===== src/sat_pkg.sv =====
`timescale 1ns / 1ps
`default_nettype none
package sat_pkg;

  localparam int DEPTH      = 64;
  localparam int KEY_BITS   = 32;
  localparam int VALUE_BITS = 32;

  localparam int ID_W       = 32;
  localparam int EDGE_W     = 32;
  localparam int STATUS_W   = 3;
  localparam int ENTRY_W    = 7;
  localparam int CNT_W      = $clog2(DEPTH + 1);

  localparam int S_DATA_W   = ID_W + EDGE_W;
  localparam int M_DATA_W   = ((STATUS_W + ENTRY_W + 7) / 8) * 8;
  localparam int M_PAD_W    = M_DATA_W - STATUS_W - ENTRY_W;

  // hit detection: OR of per-cell match flags, registered in groups
  localparam int GRP        = 8;
  localparam int NGRP       = (DEPTH + GRP - 1) / GRP;

  typedef enum logic [STATUS_W-1:0] {
    ST_INSERTED  = 3'd0,
    ST_DUPLICATE = 3'd1,
    ST_REMOVED   = 3'd2,
    ST_NOT_FOUND = 3'd3,
    ST_FULL      = 3'd4
  } status_t;

  typedef enum logic [1:0] {
    S_IDLE,
    S_CMP,
    S_RED,
    S_APPLY
  } state_t;

  // command broadcast from the controller to every cell
  typedef struct packed {
    logic                  compare;
    logic                  ins;
    logic                  rem;
    logic [KEY_BITS-1:0]   key;
    logic [VALUE_BITS-1:0] val;
  } cell_cmd_t;

  // what a cell shows its neighbours
  typedef struct packed {
    logic                  valid;
    logic                  lt;
    logic [KEY_BITS-1:0]   key;
    logic [VALUE_BITS-1:0] val;
  } cell_data_t;

endpackage
`default_nettype wire


===== src/sat_cell.sv =====
`timescale 1ns / 1ps
`default_nettype none
module sat_cell import sat_pkg::*; (
  input  wire             clk,
  input  wire             rst,
  input  wire cell_cmd_t  cmd,
  input  wire cell_data_t left,
  input  wire cell_data_t right,
  output cell_data_t      cur,
  output logic            eq
);

  logic                  valid;
  logic                  lt;
  logic [KEY_BITS-1:0]   key;
  logic [VALUE_BITS-1:0] val;

  always_ff @(posedge clk) begin
    if (rst) begin
      valid <= 1'b0;
      lt    <= 1'b0;
      eq    <= 1'b0;
    end else begin
      if (cmd.compare) begin
        lt <= valid && (key < cmd.key);
        eq <= valid && (key == cmd.key);
      end
      if (cmd.ins && !lt) begin
        valid <= valid | left.valid;
      end else if (cmd.rem && !lt) begin
        valid <= right.valid;
      end
    end
  end

  // entries at or above the ordered position move; the cell at that position takes the new entry
  always_ff @(posedge clk) begin
    if (cmd.ins && !lt) begin
      if (left.lt) begin
        key <= cmd.key;
        val <= cmd.val;
      end else begin
        key <= left.key;
        val <= left.val;
      end
    end else if (cmd.rem && !lt) begin
      key <= right.key;
      val <= right.val;
    end
  end

  assign cur.valid = valid;
  assign cur.lt    = lt;
  assign cur.key   = key;
  assign cur.val   = val;

endmodule
`default_nettype wire


===== config.mk =====
export PLATFORM = sky130hd
export DESIGN_NAME = sat_cell
export DESIGN_NICKNAME = d
export VERILOG_FILES = /design/src/sat_pkg.sv /design/src/sat_cell.sv
export SDC_FILE = /design/constraint.sdc
export NUM_CORES = 1
export LEC_CHECK = 0
export ABC_AREA = 1
export BUFFER_PORTS_ARGS = -buffer_cell sky130_fd_sc_hd__buf_4
export CAP_MARGIN = 20
export CORE_AREA = 2 2 104 106
export CTS_CLUSTER_SIZE = 8
export DETAILED_ROUTE_END_ITERATION = 12
export DIE_AREA = 0 0 106 108
export GPL_ROUTABILITY_DRIVEN = 0
export PLACE_DENSITY = 0.77
export SETUP_SLACK_MARGIN = 0.02
export SLEW_MARGIN = 20
export SYNTH_ARGS = -nofsm -noshare
export SYNTH_HDL_FRONTEND = slang
export SYNTH_SLANG_ARGS = --single-unit

===== constraint.sdc =====
create_clock -name clk -period 7.6 [get_ports clk]
set_clock_uncertainty 0.2 [all_clocks]
set_input_delay 0.38 -clock clk [delete_from_list [all_inputs] [get_ports clk]]
set_output_delay 0.38 -clock clk [all_outputs]
set_load 0.005 [all_outputs]

==> Word level (Yosys, flattened, before mapping) <==
Index checks and enable logic that the tools add are counted.
{ "op_classes": {"n_eq_ne": 1, "magnitude_cmp": 1, "bitwise": 1, "n_mux": 8, "reduce_logical": 6} }
{ "op_table": {"columns": ["cell", "count"], "rows": [
  ["32-bit two-way mux", 6],
  ["32-bit equality test", 1],
  ["32-bit less-than comparator", 1],
  ["1-bit logical AND", 4],
  ["1-bit two-way mux", 2],
  ["2-bit nonzero test", 1],
  ["1-bit logical NOT", 1],
  ["1-bit OR", 1]
]} }
{ "totals": {"output_inout_bits": 67, "regBits": 67, "elab_cells": 22} }

==> Logic depth before layout (Yosys ltp) <==
{ "depth": {"depth_word": 4, "ltp_mapped": 12} }

==> Worst setup path before layout <==
No wires, ideal clock.
{ "synth_timing": {"path_kind": "input port to flip-flop", "from": "input cmd[64] in the netlist's numbering", "to": "register valid", "required_ns": 7.314, "slack_ns": 3.050, "arrival_time_ns": 4.264, "setup_ns": 0.086, "path_stages": 4, "cell_sequence": "inv_1 a21oi_1 o21ai_0 a211oi_1"} }
{ "synth_via": {"elab_chain_len": 2} }
{ "synth_lines": {"columns": ["item", "line_no", "rtl"], "rows": [
  ["start: declaration", "sat_cell.sv:6", "input wire cell_cmd_t cmd,"],
  ["1-bit logical AND", "sat_cell.sv:30", "end else if (cmd.rem && !lt) begin"],
  ["2-bit nonzero test (no source line)", null, null],
  ["end signal: assignment", "sat_cell.sv:29", "valid <= valid | left.valid;"],
  ["end signal: assignment", "sat_cell.sv:31", "valid <= right.valid;"],
  ["end: declaration", "sat_cell.sv:13", "logic valid;"]
]} }
Every way passes these cells.
A chain may end at the register's enable or synchronous reset.

==> Final worst setup path <==
{ "layout_timing": {"from": "register lt", "to": "register valid"} }
{ "layout_via": {"elab_chain_len": 3} }
{ "layout_lines": {"columns": ["item", "line_no", "rtl"], "rows": [
  ["start: declaration", "sat_cell.sv:14", "logic lt;"],
  ["start signal: assignment", "sat_cell.sv:25", "lt <= valid && (key < cmd.key);"],
  ["1-bit logical NOT *", "sat_cell.sv:28, sat_cell.sv:30", null],
  ["1-bit logical AND (on tied branches)", "sat_cell.sv:28, sat_cell.sv:30", null],
  ["1-bit two-way mux / 2-bit nonzero test (equally long branches)", null, null]
]} }
Mark *: on every way between the ends. The rest lies on a longest branch, timed or not.

==> metrics.yaml <==
status: "finished, final reports clean"
setup.worst_path.start_class: "flip-flop"
maxCapViolations: 0
io_pins: 268
die_h_um: 108
finalSetupTns_ps: 0
wirelength_um: 13100
grt_max_degree: 129
p_leak_nw: 3.19
fmax_mhz: 395
synth_area_leaders: "edfxtp_1 45%, nand2_1 15%, a31oi_1 9.5%, ha_1 9.5%, nor2_1 6.4%"
dp_hpwl_um: 9980
tightestPinTransition_ps: 1000
overflow: 0
crit_path_end_kind: "flip-flop"
first_pass_iters: 4
cts_hold_buf: 0
viasPerCell: 4.96
worstSetupPathType: "flip-flop to flip-flop"
syn_nets: 746
cts_resized: 0
synth-edff-count: 64
ys_ff_latch: 67
cts_max_level: 3
clockBufferDepth: 2
final_antenna_net_count: 0
async_flop_share_pct: 0
area_growth_pct: 53.1
cp_max_fo: 36
ys_warn_count: 0
cts-root-buf: "clkbuf_8"
grt_pass1_wl_um: 20200
std_cell_rows: 37
cp.required_ps: 7630
vias: 4487
synth_top_cell_by_area: "edfxtp_1"
insertion_delay_ps: 330
start_util_pct: 41.4
final.min_clock_period_ps: 2530
antenna_found_initial: 0
path_clk_slew_ps: 70
cts_inserted_buffers: 9
slew_violations: 0
synth_commonest_cells: "168 x nand2_1, 72 x nor2_1, 64 x a31oi_1, 64 x edfxtp_1, 45 x inv_1"
drive_above_1_share_pct: 37.6
clkSinkCount: 67
ys_types: 23
period_share_pct: 33.3
p_per_area_mw_per_mm2: 174
core_mm2: 0.0102
die_x_um: 106
syn_inst: 513
syn_area_per_cell_um2: 8.26
nets: 996
drt_iter0_markers: 287
numPortBuffers: 266
post_cts_buffers: 0
antenna_cells: 0
p_total_mw: 1.13
post_drt_wl_per_cell_um: 14.5
setup_viol: 0
dpl_cell_area_mm2: 0.00625
cp.arrival_ps: 2550
synth_ff_type: "edfxtp_1"
die_area_mm2: 0.0114
drc: 0
cts_tree: "done"
grt_use_total_pct: 22.2
yosysMostFrequentCell: "nand2_1"
rsz0062_at_grt: "no"
final_area_mm2: 0.00649
min-delay-path-class: "input pin to flip-flop"
ys_seq_area_share_pct: 46.8
ir_worst_vdd_v: 0.0000791
slew-limit-headroom_pct: 32.9
synth_top_area_share_pct: 45.4
grt_pass1_vias: 4383
hold_slack_ps: 32.0
syn_area_mm2: 0.00424
hold_viol: 0
-- final timing paths --
| kind | from | endpoint | slack, ps | cells after the start |
|---|---|---|---|---|
| max | lt$_SDFFE_PP0P_ | valid$_SDFFE_PP0P_ | 5070 | 4 |
| min | rst | lt$_SDFFE_PP0P_ | 30 | 2 |
| max reg2reg | lt$_SDFFE_PP0P_ | valid$_SDFFE_PP0P_ | 5070 | 4 |
| min reg2reg | eq$_SDFFE_PP0P_ | eq$_SDFFE_PP0P_ | 260 | 2 |
-- critical path: stages (launching register included) --
cell      delay [ps]
dfxtp_1          400
a21oi_4          790
buf_4            570
o21ai_0          190
a211oi_1         270
-- layer usage --
metal	GRT usage (%)	vias to the layer above	part of all wire, %
li1	-	2229	-
met1	25.2	2037	38
met2	40.6	199	52
met3	5.36	22	7.2
met4	8.18	0	2.0
met5	0	-	0
-- kinds of logic (layout without fill, tap and decap cells) --
family                   after synthesis  after routing  synth area share, %
AO/OA/AOI/OAI                         85             85                 12.2
adder cells (fa/ha/maj)               32             32                 9.45
AND/OR/NAND/NOR                      252            252                 23.1
buffers and inverters                 77            332                 8.45
flip-flops                            67             67                 46.8
-- final cells by class --
type,instances,area [µm²]
Clock buffer,9,124
Clock inverter,7,106
Fill cell,880,3740
Inverter,48,181
Multi-Input combinational cell,369,1910
Sequential cell,67,1980
Tap cell,136,170
Timing Repair Buffer,268,2020
-- cells in the final DEF (no fill, tap or decap), types with 2 or more instances in the layout --
cell         n
buf_4      267
nand2_1    168
nor2_1      72
a31oi_1     64
edfxtp_1    64
inv_1       45
ha_1        32
a21oi_1     12
clkbuf_8     9
o21ai_0      4
nand4_1      3
nor3_1       3
nand3_1      3
clkinv_1     3
bufinv_16    3
dfxtp_1      3
inv_2        2
clkinv_2     2
a21oi_2      2
-- power by group --
group | total (mW) | switching, mW | leakage [nW] | internal [mW]
Clock | 0.349 | 0.134 | 0.116 | 0.214
Sequential | 0.478 | 0.0187 | 0.664 | 0.459
Combinational | 0.305 | 0.141 | 2.42 | 0.164
-- stage by stage --
| step | utilization [%] | instances | worst slack, ps |
|---|---|---|---|
| floorplan | - | 513 | 3050 |
| global placement | 61.1 | 888 | 5000 |
| detailed placement | 61.1 | 888 | 4920 |
| CTS | 63.3 | 904 | 5040 |
| global route | 63.4 | 904 | 4830 |
| finish | 63.4 | 904 | 5070 |
-- registers in the layout, indices dropped and copies added, names as in the netlist --
register,flops
key,32
val,32
valid,1
eq,1
lt,1
No activity file was read; power rests on OpenSTA's default activity.
