==> src/sat_pkg.sv <==
`timescale 1ns / 1ps
`default_nettype none
package sat_pkg;

  localparam int DEPTH      = 64;
  localparam int KEY_BITS   = 32;
  localparam int VALUE_BITS = 32;

  localparam int ID_W       = 32;
  localparam int EDGE_W     = 32;
  localparam int STATUS_W   = 3;
  localparam int ENTRY_W    = 7;
  localparam int CNT_W      = $clog2(DEPTH + 1);

  localparam int S_DATA_W   = ID_W + EDGE_W;
  localparam int M_DATA_W   = ((STATUS_W + ENTRY_W + 7) / 8) * 8;
  localparam int M_PAD_W    = M_DATA_W - STATUS_W - ENTRY_W;

  // hit detection: OR of per-cell match flags, registered in groups
  localparam int GRP        = 8;
  localparam int NGRP       = (DEPTH + GRP - 1) / GRP;

  typedef enum logic [STATUS_W-1:0] {
    ST_INSERTED  = 3'd0,
    ST_DUPLICATE = 3'd1,
    ST_REMOVED   = 3'd2,
    ST_NOT_FOUND = 3'd3,
    ST_FULL      = 3'd4
  } status_t;

  typedef enum logic [1:0] {
    S_IDLE,
    S_CMP,
    S_RED,
    S_APPLY
  } state_t;

  // command broadcast from the controller to every cell
  typedef struct packed {
    logic                  compare;
    logic                  ins;
    logic                  rem;
    logic [KEY_BITS-1:0]   key;
    logic [VALUE_BITS-1:0] val;
  } cell_cmd_t;

  // what a cell shows its neighbours
  typedef struct packed {
    logic                  valid;
    logic                  lt;
    logic [KEY_BITS-1:0]   key;
    logic [VALUE_BITS-1:0] val;
  } cell_data_t;

endpackage
`default_nettype wire

==> src/sat_ctrl.sv <==
`timescale 1ns / 1ps
`default_nettype none
module sat_ctrl import sat_pkg::*; (
  input  wire               clk,
  input  wire               rst,
  input  wire               s_tvalid,
  output logic              s_tready,
  input  wire               func,
  input  wire  [ID_W-1:0]   neighbor_id,
  input  wire  [EDGE_W-1:0] edge_number,
  input  wire  [DEPTH-1:0]  eq,
  output cell_cmd_t         cmd,
  output logic              m_tvalid,
  input  wire               m_tready,
  output status_t           status,
  output logic [CNT_W-1:0]  count
);

  state_t                state;
  state_t                state_next;
  logic                  op_rem;
  logic [KEY_BITS-1:0]   key;
  logic [VALUE_BITS-1:0] val;
  logic [NGRP-1:0]       grp;
  logic [NGRP-1:0]       grp_next;
  logic                  hit;
  logic                  full;
  logic                  apply_go;
  status_t               status_next;
  logic [CNT_W-1:0]      count_next;

  always_comb begin
    grp_next = '0;
    for (int g = 0; g < NGRP; g++) begin
      for (int j = 0; j < GRP; j++) begin
        if (g * GRP + j < DEPTH) begin
          grp_next[g] = grp_next[g] | eq[g * GRP + j];
        end
      end
    end
  end

  assign hit      = |grp;
  assign full     = (count == CNT_W'(DEPTH));
  assign apply_go = (state == S_APPLY) && (!m_tvalid || m_tready);

  always_comb begin
    unique case (state)
      S_IDLE:  state_next = s_tvalid ? S_CMP : S_IDLE;
      S_CMP:   state_next = S_RED;
      S_RED:   state_next = S_APPLY;
      S_APPLY: state_next = apply_go ? S_IDLE : S_APPLY;
      default: state_next = S_IDLE;
    endcase
  end

  always_comb begin
    s_tready    = (state == S_IDLE);
    cmd.compare = (state == S_CMP);
    cmd.ins     = apply_go && !op_rem && !hit && !full;
    cmd.rem     = apply_go && op_rem && hit;
    cmd.key     = key;
    cmd.val     = val;
  end

  always_comb begin
    status_next = ST_INSERTED;
    count_next  = count;
    priority if (op_rem && hit) begin
      status_next = ST_REMOVED;
      count_next  = count - CNT_W'(1);
    end else if (op_rem) begin
      status_next = ST_NOT_FOUND;
    end else if (hit) begin
      status_next = ST_DUPLICATE;
    end else if (full) begin
      status_next = ST_FULL;
    end else begin
      status_next = ST_INSERTED;
      count_next  = count + CNT_W'(1);
    end
  end

  always_ff @(posedge clk) begin
    if (rst) begin
      state    <= S_IDLE;
      count    <= '0;
      m_tvalid <= 1'b0;
    end else begin
      state <= state_next;
      if (apply_go) begin
        m_tvalid <= 1'b1;
        count    <= count_next;
      end else if (m_tready) begin
        m_tvalid <= 1'b0;
      end
    end
  end

  always_ff @(posedge clk) begin
    if (s_tvalid && s_tready) begin
      op_rem <= func;
      key    <= KEY_BITS'(neighbor_id);
      val    <= VALUE_BITS'(edge_number);
    end
    if (state == S_RED) begin
      grp <= grp_next;
    end
    if (apply_go) begin
      status <= status_next;
    end
  end

endmodule
`default_nettype wire

==> config.mk <==
export PLATFORM = sky130hd
export DESIGN_NAME = sat_ctrl
export DESIGN_NICKNAME = d
export VERILOG_FILES = /design/src/sat_pkg.sv /design/src/sat_ctrl.sv
export SDC_FILE = /design/constraint.sdc
export NUM_CORES = 1
export LEC_CHECK = 0
export BUFFER_PORTS_ARGS = -buffer_cell sky130_fd_sc_hd__clkbuf_2
export CELL_PAD_IN_SITES_DETAIL_PLACEMENT = 0
export CELL_PAD_IN_SITES_GLOBAL_PLACEMENT = 1
export CORE_MARGIN = 3
export CORE_UTILIZATION = 34
export CTS_BUF_LIST = sky130_fd_sc_hd__clkbuf_4 sky130_fd_sc_hd__clkbuf_8
export CTS_CLUSTER_DIAMETER = 80
export DETAILED_ROUTE_END_ITERATION = 8
export GPL_TIMING_DRIVEN = 0
export MAX_ROUTING_LAYER = met4
export PLACE_DENSITY_LB_ADDON = 0.08
export SYNTH_ARGS = -nofsm -noshare
export SYNTH_HDL_FRONTEND = slang
export SYNTH_SLANG_ARGS = --single-unit
export TNS_END_PERCENT = 1
==> constraint.sdc <==
create_clock -name clk -period 5.2 [get_ports clk]
set_input_delay 0.52 -clock clk [delete_from_list [all_inputs] [get_ports clk]]
set_output_delay 0.52 -clock clk [all_outputs]
set_load 0.1 [all_outputs]
; Word-level counts from Yosys, hierarchy flattened
; Cells that the tools add are included.
[classes]
magnitude_cmp = 0
mux = 12
n_eq_ne = 7
shifts = 0
addsub = 2
n_reduce_logical = 19
bitwise = 56
multipliers = 0
div = 0
[ops]
columns = operator, n
row1 = $or 1x1->1, 56
row2 = $mux 7, 4
row3 = $reduce_or 10->1, 1
row4 = $logic_and 1x1->1, 8
row5 = $pmux 2 s4, 1
row6 = $reduce_or 8->1, 1
row7 = $add 7x1->7 const B, 1
row8 = $eq 7x7->1 const B, 1
row9 = $sub 7x1->7 const B, 1
row10 = $ne 2x1->1 const B, 3
row11 = $eq 2x2->1 const B, 2
row12 = $logic_not 1->1, 4
row13 = $mux 1, 4
row14 = $mux 2, 2
row15 = $reduce_and 4->1, 1
row16 = $mux 3, 1
row17 = $eq 2x1->1 const B, 1
row18 = $logic_not 2->1, 1
row19 = $reduce_bool 2->1, 1
row20 = $reduce_or 2->1, 1
row21 = $logic_or 1x1->1, 1
[word_totals]
output_inout_bits = 79
wordCells = 106
latchBits = 0
rom_bits = 0
in_bits = 133
n_memories = 0
ram_bits = 0
reg_bits = 86

; Depth between registers and ports, before layout
[depth]
ltp_word = 7
depth_mapped = 8
mapped_depth_nobuf = 8

; Worst setup path after synthesis
; No wires, ideal clock.
[synth_path]
path_type = reg-to-reg
start = register m_tvalid
end = register count[6]
synth_period_minus_slack_ps = 3874
slack_ps = 1326
path_stages_with_launch = 7
t_arrival_ps = 3754
path_cell_list = dfxtp_1 > nor2b_1 > a2111oi_2 > a31oi_1 > buf_6 > a21oi_1 > mux2_2
[synth_between]
elab_chain_len = 4
[synth_rtl]
columns = element, line_no
row1 = "start, declared", sat_ctrl.sv:13  ; output logic m_tvalid,
row2 = "start signal, assigned", sat_ctrl.sv:88  ; m_tvalid <= 1'b0;
row3 = "start signal, assigned", sat_ctrl.sv:92  ; m_tvalid <= 1'b1;
row4 = "start signal, assigned", sat_ctrl.sv:95  ; m_tvalid <= 1'b0;
row5 = $logic_not 1->1, sat_ctrl.sv:45  ; assign apply_go = (state == S_APPLY) && (!m_tvalid || m_tready);
row6 = $logic_or 1x1->1, sat_ctrl.sv:45
row7 = $logic_and 1x1->1, sat_ctrl.sv:45
row8 = $reduce_and 4->1 (no source line), n/a
row9 = "end signal, assigned", sat_ctrl.sv:93  ; count <= count_next;
row10 = "end, declared", sat_ctrl.sv:16  ; output logic [CNT_W-1:0] count
; Every way passes these cells.
; A chain may end at the register's enable or synchronous reset.

; Final worst setup path
[layout_path]
start = register grp[5]
end = register count[6]
[layout_between]
elab_chain_len = 4
word_cells_on_any_way = 7
[layout_rtl]
columns = element, line_no
row1 = "start, declared", sat_ctrl.sv:24  ; logic [NGRP-1:0] grp;
row2 = "start signal, assigned", sat_ctrl.sv:107  ; grp <= grp_next;
row3 = $reduce_or 8->1 *, sat_ctrl.sv:43  ; assign hit = |grp;
row4 = $logic_and 1x1->1, sat_ctrl.sv:69  ; priority if (op_rem && hit) begin
row5 = $ne 2x1->1 (no source line), n/a
row6 = $reduce_and 4->1 (no source line), n/a
; Every way passes the cells marked *; elsewhere a longest branch is shown, timed or not.

==> results.yml <==
clocking:
  cts_inserted_buffers: 9
  clock_sink_count: 86
  clock_latency_ps: 350
  cts_setup_buffers: 0
  cts_root_buffer: "clkbuf_8"
  cts_max_level: 3
  post_cts_hold_buffer_count: 0
  clk_pin_slew_ps: 100
  post_cts_resized: 0
  cts_buffer_depth: 2
  tritoncts: "yes"
global_routing:
  grt_max_degree: 66
  antenna_found_initial: 0
  grt_pass1_wl_um: 11700
  grt_pass1_vias: 2335
  grt.total_usage_pct: 15.9
  grt_overflow: 0
routing:
  dr_total_vias: 2400
  drt.antenna.violating_nets: 0
  drcViolationCount: 0
  routed_wire_length_um: 7970
  wire_per_inst_um: 15.6
  post_drt_via_cell_ratio: 4.69
  drt-initial-drc-count: 58
  detailedRoute.firstPassIterationCount: 4
floorplan:
  die-width_um: 101
  core-area_mm2: 0.00846
  initial_core_util_pct: 36.1
  die_height_um: 101
  num_rows: 33
  die_area_mm2: 0.0102
  io-pin-count: 212
worst_hold_path:
  hold_class: "input pin to flop"
timing:
  hold-worst-slack_ps: 333
  fmaxAchievable_mhz: 347
  hold_viol: 0
  totalNegativeSetupSlack_ps: 0
  finalSetupViolations: 0
  grt_setup_unrepaired: "false"
  period_minus_slack_ps: 2890
  timing_worst_slew_pin_value_ps: 834
  worst_clock_skew_ps: 9.02
  worst_slew_margin_rel_pct: 44.4
  min_period_over_period_pct: 55.5
  final_report_max_slew_violation_count: 0
logic_synthesis:
  synth_top_flop_cell: "edfxtp_1"
  synthesis_stage_register_bit_count: 86
  synth.yosys.warnings: 0
  mean_instance_size_in_the_synthesized_netlist_um2: 17.0
  distinct_cells_synth: 28
  synth-async-reset-ratio_pct: 0
  synth_edf_count: 76
  syn_nets: 314
  synth_seq_area_share_pct: 81.3
  syn_area_mm2: 0.00305
  post_synthesis_instance_total: 180
worst_setup_path:
  worstPathArrival_ps: 3140
  crit_path_cell_trace: "or4_1 -> o21ai_0 -> xnor2_1 -> ha_1 -> and3_1 -> nand4_1 -> a21oi_1 -> mux2_2"
  crit_path_max_incr_delay_ps: 600
  critical_path.max_fanout: 4
  kind_of_end_point_of_the_critical_path: "flop"
  worst_path_max_delay_cell: "or4_1"
  critical_path_class: "flop to flop"
  worst-endpoint-required_ps: 5450
  crit_path_start_kind: "flop"
power:
  leakage_nw: 1.94
  vdd.ir_drop.worst_v: 0.000145
  cellPowerDensity_mw_per_mm2: 376
finish:
  area_growth_pct: 45.0
  fillers: 755
  layout-drive-gt1-share_pct: 57.5
  nNetsFinal: 536
  antenna_cells: 0
  final_common_cell: "clkbuf_2"
  finish.utilization_pct: 52.3
  most-common-layout-cells: "clkbuf_2, edfxtp_1, nor4_1"
flow_run:
  timing.max_cap.violations: 0
status:
  status: "finished clean"
placement:
  gp_congestion: 0.767
  dp_hpwl_um: 6340
  port_buffers: 211
[area by class of cell]
type / instances / area (um2) / area share [%]
tap: 105 / 131 / 2.97
clock buffer: 10 / 131 / 2.97
multi-input combinational: 89 / 547 / 12.3
timing repair buffer: 211 / 1060 / 23.8
buffer: 4 / 22.5 / 0.509
sequential: 86 / 2480 / 56.1
clock inverter: 6 / 53.8 / 1.22
inverter: 1 / 3.75 / 0.0848
[registers in the layout, indices dropped and copies added (netlist names)]
signal	cells
count	7
grp	8
key	32
m_tvalid	1
op_rem	1
state	2
status	3
val	32
[report_power, final]
group | leakage, nW | switching [mW] | internal, mW
sequential | 0.788 | 0.0142 | 0.803
clock | 0.0928 | 0.254 | 0.188
combinational | 1.06 | 0.338 | 0.0681
[critical path, delay by kind of cell (launching register included)]
family	cells	cell delay [ps]
flops	1	400
fa+ha+maj	1	230
mux	1	340
simple gates	3	890
xor+xnor	1	190
compound gates	2	730
[final timing paths]
kind	slack [ps]	endpoint	cells after the start	from
worst min-delay path	330	val[1]	1	edge_number[1]
worst max register to register	2310	count[6]	8	grp[5]
worst max-delay path	2310	count[6]	8	grp[5]
worst min register to register	520	m_tvalid	2	m_tvalid
[through the flow]
| step | worst slack, ps | std cells | instance area [um2] | power [mW] |
|---|---|---|---|---|
| floorplan | 1330 | 180 | 3050 | 1.15 |
| global placement | 2020 | 496 | 4240 | 1.24 |
| detailed placement | 2350 | 496 | 4240 | 1.24 |
| CTS | 2330 | 512 | 4430 | 1.69 |
| global route | 2180 | 512 | 4430 | 1.73 |
| finish | 2310 | 512 | 4430 | 1.67 |
[cells in the mapped netlist (3+ instances only)]
library cell  instances  area (um2)
mux2i_1               4        40.0
nor4_1               20         125
nor2_1                9        33.8
edfxtp_1             76        2280
a21oi_1               8        40.0
nand3_1               3        15.0
or3_1                 4        25.0
and3_1                3        18.8
clkbuf_1              3        11.3
nand2_1              11        41.3
nor2b_1               6        37.5
nor3_1                3        15.0
o21ai_0               5        25.0
dfxtp_1              10         200
[cell families (layout without fill, tap and decap cells)]
family / count (synthesis) / in the layout / synth area share [%]
compound gates: 15 / 15 / 2.83
mux: 6 / 6 / 2.05
flops: 86 / 86 / 81.3
buf+inv: 5 / 232 / 0.860
xor+xnor: 2 / 2 / 0.574
simple gates: 65 / 65 / 12.0
fa+ha+maj: 1 / 1 / 0.410
[per-layer routing]
metal / GRT usage (%) / routed length (um) / vias up
met5: - / 0 / -
met4: 5.70 / 157 / 0
met2: 26.6 / 3940 / 146
met1: 17.5 / 3000 / 1088
li1: - / - / 1152
met3: 5.67 / 873 / 14
No activity file was read; power rests on OpenSTA's default activity.
